**config.mk**
```make
export PLATFORM = sky130hd
export DESIGN_NAME = plam_front_flat
export DESIGN_NICKNAME = d
export VERILOG_FILES = /design/src/hw/rtl/plam_pkg.sv /design/src/hw/rtl/plam_if.sv /design/src/hw/rtl/plam_front.sv /design/src/flat_wrapper.sv
export SDC_FILE = /design/constraint.sdc
export NUM_CORES = 1
export LEC_CHECK = 0
export ABC_CLOCK_PERIOD_IN_PS = 4200
export CAP_MARGIN = 20
export CORE_ASPECT_RATIO = 0.5
export CORE_MARGIN = 1
export CORE_UTILIZATION = 60
export CTS_CLUSTER_DIAMETER = 200
export DETAILED_ROUTE_END_ITERATION = 8
export DONT_BUFFER_PORTS = 1
export PLACE_DENSITY = 0.73
export SLEW_MARGIN = 20
export SYNTH_ARGS = -nofsm -noshare
export SYNTH_HDL_FRONTEND = slang
export SYNTH_SLANG_ARGS = --single-unit
```
**constraint.sdc**
```tcl
create_clock -name clk_i -period 4.2 [get_ports clk_i]
set_clock_uncertainty 0.15 [all_clocks]
set_input_delay 0.84 -clock clk_i [delete_from_list [all_inputs] [get_ports clk_i]]
set_output_delay 0.84 -clock clk_i [all_outputs]
set_load 0.005 [all_outputs]
```
**src/hw/rtl/plam_pkg.sv**
```systemverilog
`default_nettype none
package plam_pkg;

  localparam int COORD_W    = 12;
  localparam int FRAC_W     = 17;
  localparam int FRAC_SHIFT = 16;
  localparam logic [FRAC_W-1:0] FRAC_ONE = 17'h10000;
  localparam int CUM_W      = 25;
  localparam int SQ_W       = 25;   // dx^2 + dy^2
  localparam int TGT_W      = FRAC_W + CUM_W;
  localparam int R_W        = CUM_W + FRAC_SHIFT;
  localparam int SCALE_W    = 10;
  localparam int OFF_W      = 13;
  localparam int POS_W      = 16;
  localparam int CFG_W      = 13;
  localparam int CFG_IDX_W  = 2;
  localparam int REQ_W      = 2;
  localparam int STAT_W     = 2;

  typedef enum logic [REQ_W-1:0] {
    OP_CLEAR  = 2'd0,
    OP_APPEND = 2'd1,
    OP_QUERY  = 2'd2,
    OP_NOP    = 2'd3
  } op_e;

  typedef enum logic [STAT_W-1:0] {
    STAT_OK    = 2'd0,
    STAT_EMPTY = 2'd1,
    STAT_FULL  = 2'd2
  } status_e;

  typedef enum logic [CFG_IDX_W-1:0] {
    CFG_SCALE = 2'd0,
    CFG_OFF_X = 2'd1,
    CFG_OFF_Y = 2'd2
  } cfg_idx_e;

  typedef enum logic [3:0] {
    BK_IDLE,
    BK_LAST_RD,
    BK_SQY,
    BK_SQRT,
    BK_APPLY,
    BK_SCAN,
    BK_MUL_LO,
    BK_MUL_HI,
    BK_DIV,
    BK_MAP_MUL,
    BK_MAP_ADD,
    BK_RESULT
  } bk_state_e;

  typedef struct packed {
    op_e                op;
    logic [COORD_W-1:0] x;
    logic [COORD_W-1:0] y;
    logic [FRAC_W-1:0]  frac;
  } item_t;

  typedef struct packed {
    status_e                  status;
    logic signed [POS_W-1:0]  pos_x;
    logic signed [POS_W-1:0]  pos_y;
  } res_t;

endpackage
`default_nettype wire

```
**src/hw/rtl/plam_if.sv**
```systemverilog
`default_nettype none
interface plam_req_if;
  logic                              valid;
  logic                              ready;
  logic [plam_pkg::REQ_W-1:0]        req_type;
  logic [plam_pkg::COORD_W-1:0]      point_x;
  logic [plam_pkg::COORD_W-1:0]      point_y;
  logic [plam_pkg::FRAC_W-1:0]       length_fraction;
  modport source (output valid, req_type, point_x, point_y, length_fraction, input ready);
  modport sink   (input valid, req_type, point_x, point_y, length_fraction, output ready);
endinterface

`default_nettype wire

```
**src/hw/rtl/plam_front.sv**
```systemverilog
`default_nettype none
module plam_front (
  input  wire logic         clk_i,
  input  wire logic         rst_ni,
  plam_req_if.sink          req_i,
  output plam_pkg::item_t   item_o,
  output logic              item_valid_o,
  input  wire logic         item_ready_i
);

  plam_pkg::item_t q_mem_q [2];
  logic       wr_ptr_q, rd_ptr_q;
  logic [1:0] q_cnt_q;
  logic       push, pop;
  plam_pkg::item_t cls;

  // decode request and clamp fraction
  always_comb begin
    cls.x    = req_i.point_x;
    cls.y    = req_i.point_y;
    cls.frac = (req_i.length_fraction > plam_pkg::FRAC_ONE) ?
               plam_pkg::FRAC_ONE : req_i.length_fraction;
    cls.op   = plam_pkg::op_e'(req_i.req_type);
  end

  assign req_i.ready  = (q_cnt_q != 2'd2);
  assign push         = req_i.valid && req_i.ready;
  assign item_valid_o = (q_cnt_q != 2'd0);
  assign pop          = item_valid_o && item_ready_i;
  assign item_o       = q_mem_q[rd_ptr_q];

  always_ff @(posedge clk_i or negedge rst_ni) begin
    if (!rst_ni) begin
      wr_ptr_q <= 1'b0;
      rd_ptr_q <= 1'b0;
      q_cnt_q  <= 2'd0;
    end else begin
      if (push) wr_ptr_q <= ~wr_ptr_q;
      if (pop)  rd_ptr_q <= ~rd_ptr_q;
      case ({push, pop})
        2'b10:   q_cnt_q <= q_cnt_q + 2'd1;
        2'b01:   q_cnt_q <= q_cnt_q - 2'd1;
        default: q_cnt_q <= q_cnt_q;
      endcase
    end
  end

  always_ff @(posedge clk_i) begin
    if (push) q_mem_q[wr_ptr_q] <= cls;
  end

  a_cnt_range: assert property (@(posedge clk_i) disable iff (!rst_ni)
    q_cnt_q != 2'd3) else $error("queue count out of range");
  a_no_push_full: assert property (@(posedge clk_i) disable iff (!rst_ni)
    (q_cnt_q == 2'd2 && !pop) |=> q_cnt_q == 2'd2) else $error("full queue changed count");
  a_pop_nonempty: assert property (@(posedge clk_i) disable iff (!rst_ni)
    pop |-> q_cnt_q != 2'd0) else $error("pop from empty queue");

endmodule
`default_nettype wire

```
**src/flat_wrapper.sv**
```systemverilog
// flat-port wrapper written by rule: the top's interface ports become plain ports
module plam_front_flat 
  (clk_i, rst_ni, item_o, item_valid_o, item_ready_i, req_i_valid, req_i_req_type, req_i_point_x, req_i_point_y, req_i_length_fraction, req_i_ready);
  plam_req_if req_i_i ();
  input  wire logic clk_i;
  input  wire logic rst_ni;
  output plam_pkg::item_t item_o;
  output logic item_valid_o;
  input  wire logic item_ready_i;
  input wire logic [$bits(req_i_i.valid)-1:0] req_i_valid;
  input wire logic [$bits(req_i_i.req_type)-1:0] req_i_req_type;
  input wire logic [$bits(req_i_i.point_x)-1:0] req_i_point_x;
  input wire logic [$bits(req_i_i.point_y)-1:0] req_i_point_y;
  input wire logic [$bits(req_i_i.length_fraction)-1:0] req_i_length_fraction;
  output wire logic [$bits(req_i_i.ready)-1:0] req_i_ready;
  assign req_i_i.valid = req_i_valid;
  assign req_i_i.req_type = req_i_req_type;
  assign req_i_i.point_x = req_i_point_x;
  assign req_i_i.point_y = req_i_point_y;
  assign req_i_i.length_fraction = req_i_length_fraction;
  assign req_i_ready = req_i_i.ready;
  plam_front u_core (.clk_i(clk_i), .rst_ni(rst_ni), .req_i(req_i_i), .item_o(item_o), .item_valid_o(item_valid_o), .item_ready_i(item_ready_i));
endmodule
```
==> results.yml, run 1 <==
route:
  vias_per_cell: 5.79
  vias: 1494
  route.detailed.drc: 0
  drt_iter0_drc: 86
  wire_per_inst_um: 20.8
  drt-pass1-iter-count: 4
  detail-route-antenna-nets: 0
  wl_um: 5370
power_and_ir_drop:
  ir_drop_mv: 0.533
  p_comb_frac: 0.195
  p_per_area_mw_per_mm2: 672
  p_leak_nw: 1.25
  switching_share: 0.266
  p_int_mw: 1.88
  power.switching_uw: 684
  sequentialPowerShare: 0.536
  power_frac_clock: 0.269
  finalPower_mw: 2.57
setup_path:
  critPathKind: "reg -> out"
  critPathArrivalTime_ns: 1.81
  r2r_setup_slack_ns: 1.96
  worst_r2r_startpoint: "u_core.q_cnt_q[0]"
  cp-end-kind: "primary output"
  reg2reg_depth: 4
  start_kind: "register"
  crit_chain: "mux2_2"
  reg2reg_to: "u_core.q_mem_q[0][36]"
  max_stage_delay_ns: 1.02
  crit_slowest_cell: "dfrtp_2"
  crit_required_ns: 3.21
  cp_top_family: "flip-flops"
  path_buf_inv: 0
  cp_max_fo: 44
logic_synthesis:
  ys_types: 20
  yosysWarningCount: 0
  syn_inst: 174
  synth.net_count: 222
  yosys_register_bits: 90
  ys_seq_area_frac: 0.769
  synth_area_sq_mm: 0.00349
  avgSynthCellArea_sq_um: 20.1
timing:
  tns_ns: 0
  finalCritPeriodShare: 0.666
  report.final.slew_viol_count: 0
  hold_viol_final: 0
  slew_headroom: 0.313
  period_minus_slack_ns: 2.80
  fmax_mhz: 357
  rsz0062_at_grt: "false"
  finalSetupViolCount: 0
  worst_slew_pin_slew_ns: 1.03
cts:
  clk_path_buf_depth: 2
  clock_latency_ns: 0.33
  cts_tree: "built"
  cts_resized: 0
  post_cts_buffers: 0
  cts_buffers: 9
  root_buffer: "clkbuf_16"
  path_clk_slew_ns: 0.06
  cts.sinks: 90
  postCtsHoldBufs: 0
  htree_levels: 3
floorplanning:
  fp.dieW_um: 110
  initial_core_util: 0.630
  die-area_sq_mm: 0.00614
  core_area_sq_mm: 0.00554
  ioPinCount: 92
  rows: 19
  die-height_um: 55.9
status:
  status: "finished, final reports clean"
global_routing:
  grt_max_degree: 45
  grt_pass1_wl_um: 8150
  track_usage: 0.193
  grt_pass1_vias: 1534
  gr-total-overflow: 0
  grt_antenna_before_repair: 0
placement:
  placed_cells: 242
  portBuffers: 0
  hpwl_um: 3380
  gp_congestion: 0.746
worst_hold_path:
  hold_class: "in -> async"
final_layout:
  drive_gt1_frac: 0.357
  antenna_cells: 0
  fin_nets: 228
  fill_cells: 366
  syn2layout_area_growth_pct: 9.61
  finalNonFillerCells: 258
flow_run:
  drv_cap: 0
## synthesized netlist by cell type
cell type,number,area share
and3_1,1,0.0018
buf_2,5,0.0072
xor2_1,2,0.0050
or2_2,1,0.0018
nor2_1,2,0.0022
clkbuf_1,1,0.0011
mux2_2,43,0.14
and2_1,1,0.0018
xnor2_1,3,0.0075
nand2_1,1,0.0011
dfrtp_1,4,0.029
nor2b_1,15,0.027
edfxtp_1,86,0.74
nor4_2,2,0.0072
ha_1,1,0.0036
a41oi_4,1,0.0079
inv_1,1,0.0011
nor4_4,2,0.012
nor2b_2,1,0.0025
nand2b_1,1,0.0018
## worst register-to-register path, delay by kind of cell (launching register included)
kind,cells,cell delay (ns)
buffers and inverters,1,0.44
flip-flops,1,0.41
AND/OR/NAND/NOR,3,0.90
## layer usage
metal  track usage  share of wire  vias to the layer above
met5             0              0                        -
met4        0.0457         0.0054                        0
met3         0.112          0.094                        5
met2         0.288           0.47                       67
met1         0.245           0.43                      741
li1              -              -                      681
## cells by family (layout without fill, tap and decap cells)
logic type | Yosys count | after routing | share of synthesized area
AOI/OAI and AO/OA | 1 | 1 | 0.00789
xor gates and xnor gates | 5 | 5 | 0.0126
adders and majority gates | 1 | 1 | 0.00358
buffers and inverters | 7 | 18 | 0.00932
DFF | 90 | 90 | 0.769
muxes | 43 | 43 | 0.139
and+or+nand+nor | 27 | 27 | 0.0592
## state kept, by name (all words and copies together) (netlist names)
signal and flops:
u_core.q_mem_q 86, u_core.rd_ptr_q 1, u_core.wr_ptr_q 1, u_core.q_cnt_q 2
## area by class of cell
type | count | area, sq um | share of cell area
sequential | 90 | 2680 | 0.702
tap | 73 | 91.3 | 0.0239
clock inverter | 4 | 18.8 | 0.00491
clock buffer | 12 | 236 | 0.0618
inverter | 1 | 3.75 | 0.000981
multi-input combinational | 77 | 783 | 0.205
timing repair buffer | 1 | 7.51 | 0.00196
## placed cells by master (no fill, tap or decap), drive strengths merged
| master | Yosys | routed |
|---|---|---|
| nor4 | 4 | 4 |
| mux2 | 43 | 43 |
| or2 | 1 | 1 |
| xor2 | 2 | 2 |
| edfxtp | 86 | 86 |
| and3 | 1 | 1 |
| nand2b | 1 | 1 |
| buf | 5 | 1 |
| and2 | 1 | 1 |
| nand2 | 1 | 1 |
| dfrtp | 4 | 4 |
| clkbuf | 1 | 12 |
| ha | 1 | 1 |
| clkinv | 0 | 4 |
| nor2 | 2 | 2 |
| xnor2 | 3 | 3 |
| nor2b | 16 | 16 |
| a41oi | 1 | 1 |
| inv | 1 | 1 |
## power groups by stage
stage / registers, mW / clock network, mW / logic, mW
global route: 1.41 / 0.743 / 0.542
detailed placement: 1.40 / 0 / 0.512
global placement: 1.38 / 0 / 0.502
floorplan: 1.30 / 0 / 0.491
CTS: 1.38 / 0.705 / 0.515
finish: 1.38 / 0.691 / 0.502
## through the flow
stage / setup slack, ns / area, sq um / utilization / hold WS, ns
6_report: 1.40 / 3820 / 0.691 / 0.0505
5_1_grt: 1.23 / 3820 / 0.691 / 0.0261
4_1_cts: 1.37 / 3820 / 0.691 / 0.0376
3_5_place_dp: 1.72 / 3570 / 0.644 / 0.353
3_3_place_gp: 1.75 / 3570 / 0.644 / 0.327
2_1_floorplan: 0.864 / 3490 / - / 0.307
## worst max-delay path by stage
| stage | from | endpoint | slack (ns) | depth (start not counted) |
|---|---|---|---|---|
| after floorplan | req_i_valid | u_core.q_mem_q[0][0] | 0.86 | 2 |
| after global placement | u_core.rd_ptr_q | item_o[24] | 1.75 | 1 |
| after detailed placement | req_i_valid | u_core.q_mem_q[0][33] | 1.72 | 3 |
| after CTS | u_core.rd_ptr_q | item_o[24] | 1.37 | 1 |
| after global routing | u_core.rd_ptr_q | item_o[3] | 1.23 | 1 |
| final | u_core.rd_ptr_q | item_o[6] | 1.40 | 1 |
No activity file was read; power rests on OpenSTA's default activity.
==> run 2, diff against run 1 <==
Settings changed: ABC_CLOCK_PERIOD_IN_PS 4200 to 2800.
Clock period 4.2 ns to 2.8 ns, I/O delays scaled along.
==> results.yml, run 2 (synthesis results as in run 1) <==
status:
  status: "finished, final reports clean"
timing:
  slew_headroom: 0.699
  rsz0062_at_grt: "false"
  report.final.slew_viol_count: 0
  worst_slew_pin_slew_ns: 0.452
  hold_viol_final: 0
  finalSetupViolCount: 0
  period_minus_slack_ns: 2.32
  finalCritPeriodShare: 0.829
  fmax_mhz: 431
  tns_ns: 0
final_layout:
  syn2layout_area_growth_pct: 12.2
  top_register: "u_core.q_mem_q"
  largestRegisters: "u_core.q_mem_q: 86 flops, u_core.q_cnt_q: 2 flops"
  mostFrequentLayoutCell: "edfxtp_1"
  final_cell_mix: "edfxtp_1 (86), mux2_2 (43), nor2b_1 (15), clkbuf_16 (9)"
  largest_reg_flops: 86
  fin_nets: 232
  antenna_cells: 0
  drive_gt1_frac: 0.365
  finalNonFillerCells: 262
setup_path:
  cp_top_family: "flip-flops"
  start_kind: "register"
  r2r_setup_slack_ns: 0.99
  critPathKind: "reg -> out"
  critPathArrivalTime_ns: 1.61
  max_stage_delay_ns: 0.65
  cp_max_fo: 26
  cp-end-kind: "primary output"
  crit_chain: "buf_12 -> mux2_2"
  crit_required_ns: 2.09
  crit_slowest_cell: "dfrtp_2"
  path_buf_inv: 1
  worst_r2r_startpoint: "u_core.q_cnt_q[0]"
  worstSetupStartpoint: "u_core.rd_ptr_q"
  reg2reg_depth: 4
  reg2reg_to: "u_core.q_mem_q[0][17]"
  cp_num_cells: 2
global_routing:
  grt_antenna_before_repair: 0
  grt_busiest_layer: "met2"
  grt_pass1_wl_um: 7940
  gr-total-overflow: 0
  grt_max_degree: 35
  met3_usage: 0.0995
  grt_pass1_vias: 1617
  grt_use_met2: 0.302
  use_met1: 0.211
  track_usage: 0.186
cts:
  post_cts_buffers: 0
  root_buffer: "clkbuf_16"
  cts.sinks: 90
  cts_buffers: 9
  cts_resized: 0
  postCtsHoldBufs: 1
  path_clk_slew_ns: 0.06
  clk_path_buf_depth: 2
  htree_levels: 3
  clock_latency_ns: 0.32
  cts_tree: "built"
placement:
  portBuffers: 0
  placed_cells: 245
  hpwl_um: 3630
  gp_congestion: 0.682
floorplanning:
  fp.dieW_um: 110
  die-area_sq_mm: 0.00614
  rows: 19
  die-height_um: 55.9
  ioPinCount: 92
  core_area_sq_mm: 0.00554
  initial_core_util: 0.630
worst_hold_path:
  hold_end: "u_core.q_mem_q[0][33]"
  hold_depth: 0
  holdCritStartpoint: "req_i_point_x[4]"
  hold_class: "in -> reg"
route:
  drt_iter0_drc: 58
  wire_per_inst_um: 20.5
  vias_per_cell: 5.66
  drt-pass1-iter-count: 4
  wl_um: 5370
  detail-route-antenna-nets: 0
  vias: 1484
  route.detailed.drc: 0
power_and_ir_drop:
  power.switching_mw: 1.04
  sequentialPowerShare: 0.497
  finalPower_mw: 4.00
  power_frac_clock: 0.282
  switching_share: 0.260
  p_leak_nw: 1.28
  p_comb_frac: 0.221
  p_int_mw: 2.96
  ir_drop_mv: 0.494
  p_per_area_mw_per_mm2: 1020
flow_run:
  drv_cap: 0
==> run 2: cell count changes in the layout (fill, tap and decap cells not counted), sizes merged <==
cell / change
dlygate4sd3: +1
bufinv: +1
clkinvlp: +1
clkbuf: -2
buf: +3
==> run 2: layer usage <==
metal | up-vias | wire [um]
met1 | 735 | 2100
met4 | 0 | 28
met5 | - | 0
li1 | 683 | -
met3 | 5 | 572
met2 | 61 | 2660
==> run 2: area by class of cell <==
cell class / instances / area [sq um]
flip-flops and latches: 90 / 2680
repair buffers: 5 / 65.1
inverters: 1 / 3.75
clock buffers: 10 / 229
well taps: 73 / 91.3
fillers: 370 / 1630
multi-input cells: 77 / 783
clock inverters: 6 / 57.6
==> run 2: how the worst max path moves through the flow <==
stage                           endpoint  slack [ns]
CTS                           item_o[34]        0.46
global placement              item_o[30]        0.83
floorplan           u_core.q_mem_q[0][0]        0.46
global route                  item_o[34]        0.39
finish                        item_o[31]        0.48
detailed placement            item_o[34]        0.81
==> run 2: metrics by stage <==
| stage | instance area, sq um | utilization | setup slack [ns] | hold slack, ns |
|---|---|---|---|---|
| after global routing | 3910 | 0.707 | 0.394 | 0.157 |
| after CTS | 3910 | 0.707 | 0.456 | 0.167 |
| final | 3910 | 0.707 | 0.479 | 0.176 |
| after floorplan | 3490 | - | 0.455 | 0.114 |
| after detailed placement | 3620 | 0.653 | 0.813 | 0.115 |
| after global placement | 3620 | 0.653 | 0.827 | 0.115 |
==> run 2: power by group through the flow <==
| stage | clock (mW) | sequential [mW] | combinational [mW] |
|---|---|---|---|
| floorplan | 0 | 1.94 | 0.738 |
| CTS | 1.15 | 1.99 | 0.903 |
| finish | 1.13 | 1.99 | 0.883 |
| global route | 1.20 | 2.02 | 0.955 |
| global placement | 0 | 2.00 | 0.882 |
| detailed placement | 0 | 2.02 | 0.896 |
==> run 3, diff against run 2 <==
Settings changed: ABC_AREA set to 1, ABC_CLOCK_PERIOD_IN_PS 2800 to 2300.
Clock period 2.8 ns to 2.3 ns, I/O delays scaled along.
==> results.yml, run 3 <==
final_layout:
  top_register: "u_core.q_mem_q"
  syn2layout_area_growth_pct: 10.7
  largest_reg_flops: 86
  fill_cells: 384
  regArea_sq_mm: 0.00268
  fin_nets: 349
  final_cell_mix: "nand2_1 (137), edfxtp_1 (86), inv_1 (20)"
  final_cell_area_sq_mm: 0.00398
  drive_gt1_frac: 0.102
  mostFrequentLayoutCell: "nand2_1"
  largestRegisters: "u_core.q_mem_q: 86 flops, u_core.q_cnt_q: 2 flops"
  multiInputGateArea_sq_um: 773
  antenna_cells: 0
logic_synthesis:
  synth_area_leader_cell: "edfxtp_1"
  syn_inst: 298
  synth_area_sq_mm: 0.00359
  synth.net_count: 346
  yosysWarningCount: 0
  synth-edff-count: 86
  synth_top_area_share: 0.718
  yosysMostFrequentCell: "nand2_1"
  synth_common_cells: "nand2_1 (137), edfxtp_1 (86), inv_1 (20)"
  yosys_register_bits: 90
  netlist_top_cells_area: "edfxtp_1 (72%), nand2_1 (14%), dfrtp_1 (2.8%)"
  ys.flop_type: "edfxtp_1"
  synthArstFlopShare: 0.0444
  ys_types: 18
  avgSynthCellArea_sq_um: 12.1
  ys_seq_area_frac: 0.746
global_routing:
  gr-total-overflow: 0
  grt_busiest_layer: "met2"
  met3_usage: 0.104
  grt_max_degree: 45
  grt_use_met2: 0.310
  grt_pass1_vias: 1835
  use_met1: 0.246
  track_usage: 0.203
  grt_antenna_before_repair: 0
  grt_pass1_wl_um: 9200
setup_path:
  start_kind: "register"
  cp-end-kind: "primary output"
  crit_chain: "inv_2 -> buf_12 -> nand2_1 -> nand2_1"
  crit_top_cell: "nand2_1"
  critPathArrivalTime_ns: 1.40
  max_stage_delay_ns: 0.38
  reg2reg_to: "u_core.q_cnt_q[1]"
  worst_r2r_startpoint: "u_core.q_cnt_q[0]"
  cp_max_fo: 25
  r2r_setup_slack_ns: 0.52
  critPathKind: "reg -> out"
  worstSetupStartpoint: "u_core.rd_ptr_q"
  crit_end: "item_o[33]"
  crit_slowest_cell: "dfrtp_1"
  crit_required_ns: 1.69
  reg2reg_depth: 7
timing:
  period_minus_slack_ns: 2.01
  finalCritPeriodShare: 0.873
  finalSetupViolCount: 0
  hold_viol_final: 0
  report.final.slew_viol_count: 0
  slew_headroom: 0.693
  rsz0062_at_grt: "false"
  fmax_mhz: 498
  tns_ns: 0
  worst_slew_pin_slew_ns: 0.461
route:
  drt_iter0_drc: 164
  drt-pass1-iter-count: 7
  wl_um: 6050
  vias: 2000
  vias_per_cell: 5.29
  route.detailed.drc: 13
  wire_per_inst_um: 16.0
  detail-route-antenna-nets: 0
flow_run:
  drv_cap: 0
power_and_ir_drop:
  switching_share: 0.310
  p_per_area_mw_per_mm2: 1240
  finalPower_mw: 4.93
  power_frac_clock: 0.275
  sequentialPowerShare: 0.476
  power.switching_mw: 1.53
  p_leak_nw: 1.61
  ir_drop_mv: 0.645
  p_int_mw: 3.40
  p_comb_frac: 0.249
floorplanning:
  core_area_sq_mm: 0.00563
  die-height_um: 56.7
  die-area_sq_mm: 0.00632
  rows: 19
  initial_core_util: 0.638
  fp.dieW_um: 111
  ioPinCount: 92
cts:
  root_buffer: "clkbuf_16"
  clock_latency_ns: 0.33
  clk_path_buf_depth: 2
  htree_levels: 3
  cts_buffers: 9
  cts_tree: "built"
  cts.sinks: 90
  path_clk_slew_ns: 0.06
placement:
  postPlaceCellArea_sq_mm: 0.00369
  hpwl_um: 3790
  portBuffers: 0
  gp_congestion: 0.704
status:
  failed_checks: "DRC"
  status: "complete, but fails checks"
worst_hold_path:
  hold_depth: 0
  hold_class: "in -> reg"
[run 3: cell count changes after synthesis, moves of 9 or more]
cell / previous run / this run
nand2_1: 1 / 137
mux2_2: 43 / 0
inv_1: 1 / 20
nor2b_1: 15 / 0
a21oi_2: 0 / 9
nor2_1: 2 / 11
[run 3: power groups by stage]
stage	registers, mW	logic, mW	clock network (mW)
2_1_floorplan	2.36	0.904	0
3_3_place_gp	2.36	1.21	0
3_5_place_dp	2.38	1.25	0
4_1_cts	2.35	1.26	1.39
5_1_grt	2.38	1.37	1.44
6_report	2.35	1.23	1.36
[run 3: kinds of logic after synthesis]
logic type / share of synthesized area
adders and majority gates: 0.00348
DFF: 0.746
and+or+nand+nor: 0.161
xor gates and xnor gates: 0.00731
buffers and inverters: 0.0428
AOI/OAI and AO/OA: 0.0390
[run 3: metrics by stage]
step / hold slack [ns] / worst slack [ns] / instances / utilization
after global placement: 0.0145 / 0.622 / 362 / 0.656
after detailed placement: 0.0145 / 0.513 / 362 / 0.656
after floorplan: 0.0144 / -0.0488 / 298 / -
final: 0.0713 / 0.291 / 378 / 0.706
after global routing: 0.0559 / 0.204 / 378 / 0.706
after CTS: 0.0582 / 0.260 / 378 / 0.706
[run 3: routing by layer]
metal,part of all wire,wire length (um)
met4,0.012,70
met2,0.47,2820
met1,0.41,2470
met3,0.11,686
met5,0,0
[run 3: repair_timing]
item	CTS	global route
hold buffers	1	0
setup buffers	0	0
resized for setup	0	0
endpoints found under the hold margin	4	0
[run 3: worst min-delay path by stage]
stage                           from               endpoint
floorplan                     rst_ni      u_core.q_cnt_q[0]
global placement              rst_ni      u_core.q_cnt_q[1]
detailed placement            rst_ni      u_core.q_cnt_q[1]
CTS                 req_i_point_x[8]  u_core.q_mem_q[1][37]
global route        req_i_point_y[5]  u_core.q_mem_q[1][22]
finish              req_i_point_y[5]  u_core.q_mem_q[1][22]
[run 3: area by class of cell]
cell class,count,share of cell area
Clock buffer,10,0.0575
Inverter,21,0.0198
Timing Repair Buffer,5,0.0195
Clock inverter,5,0.0116
Tap cell,73,0.0230
Sequential cell,90,0.674
Multi-Input combinational cell,174,0.194
[run 3: worst max-delay path, delay by kind of cell, from the launching register on]
family	cells	cell delay (ns)
flip-flops	1	0.38
AND/OR/NAND/NOR	2	0.17
buffers and inverters	2	0.51
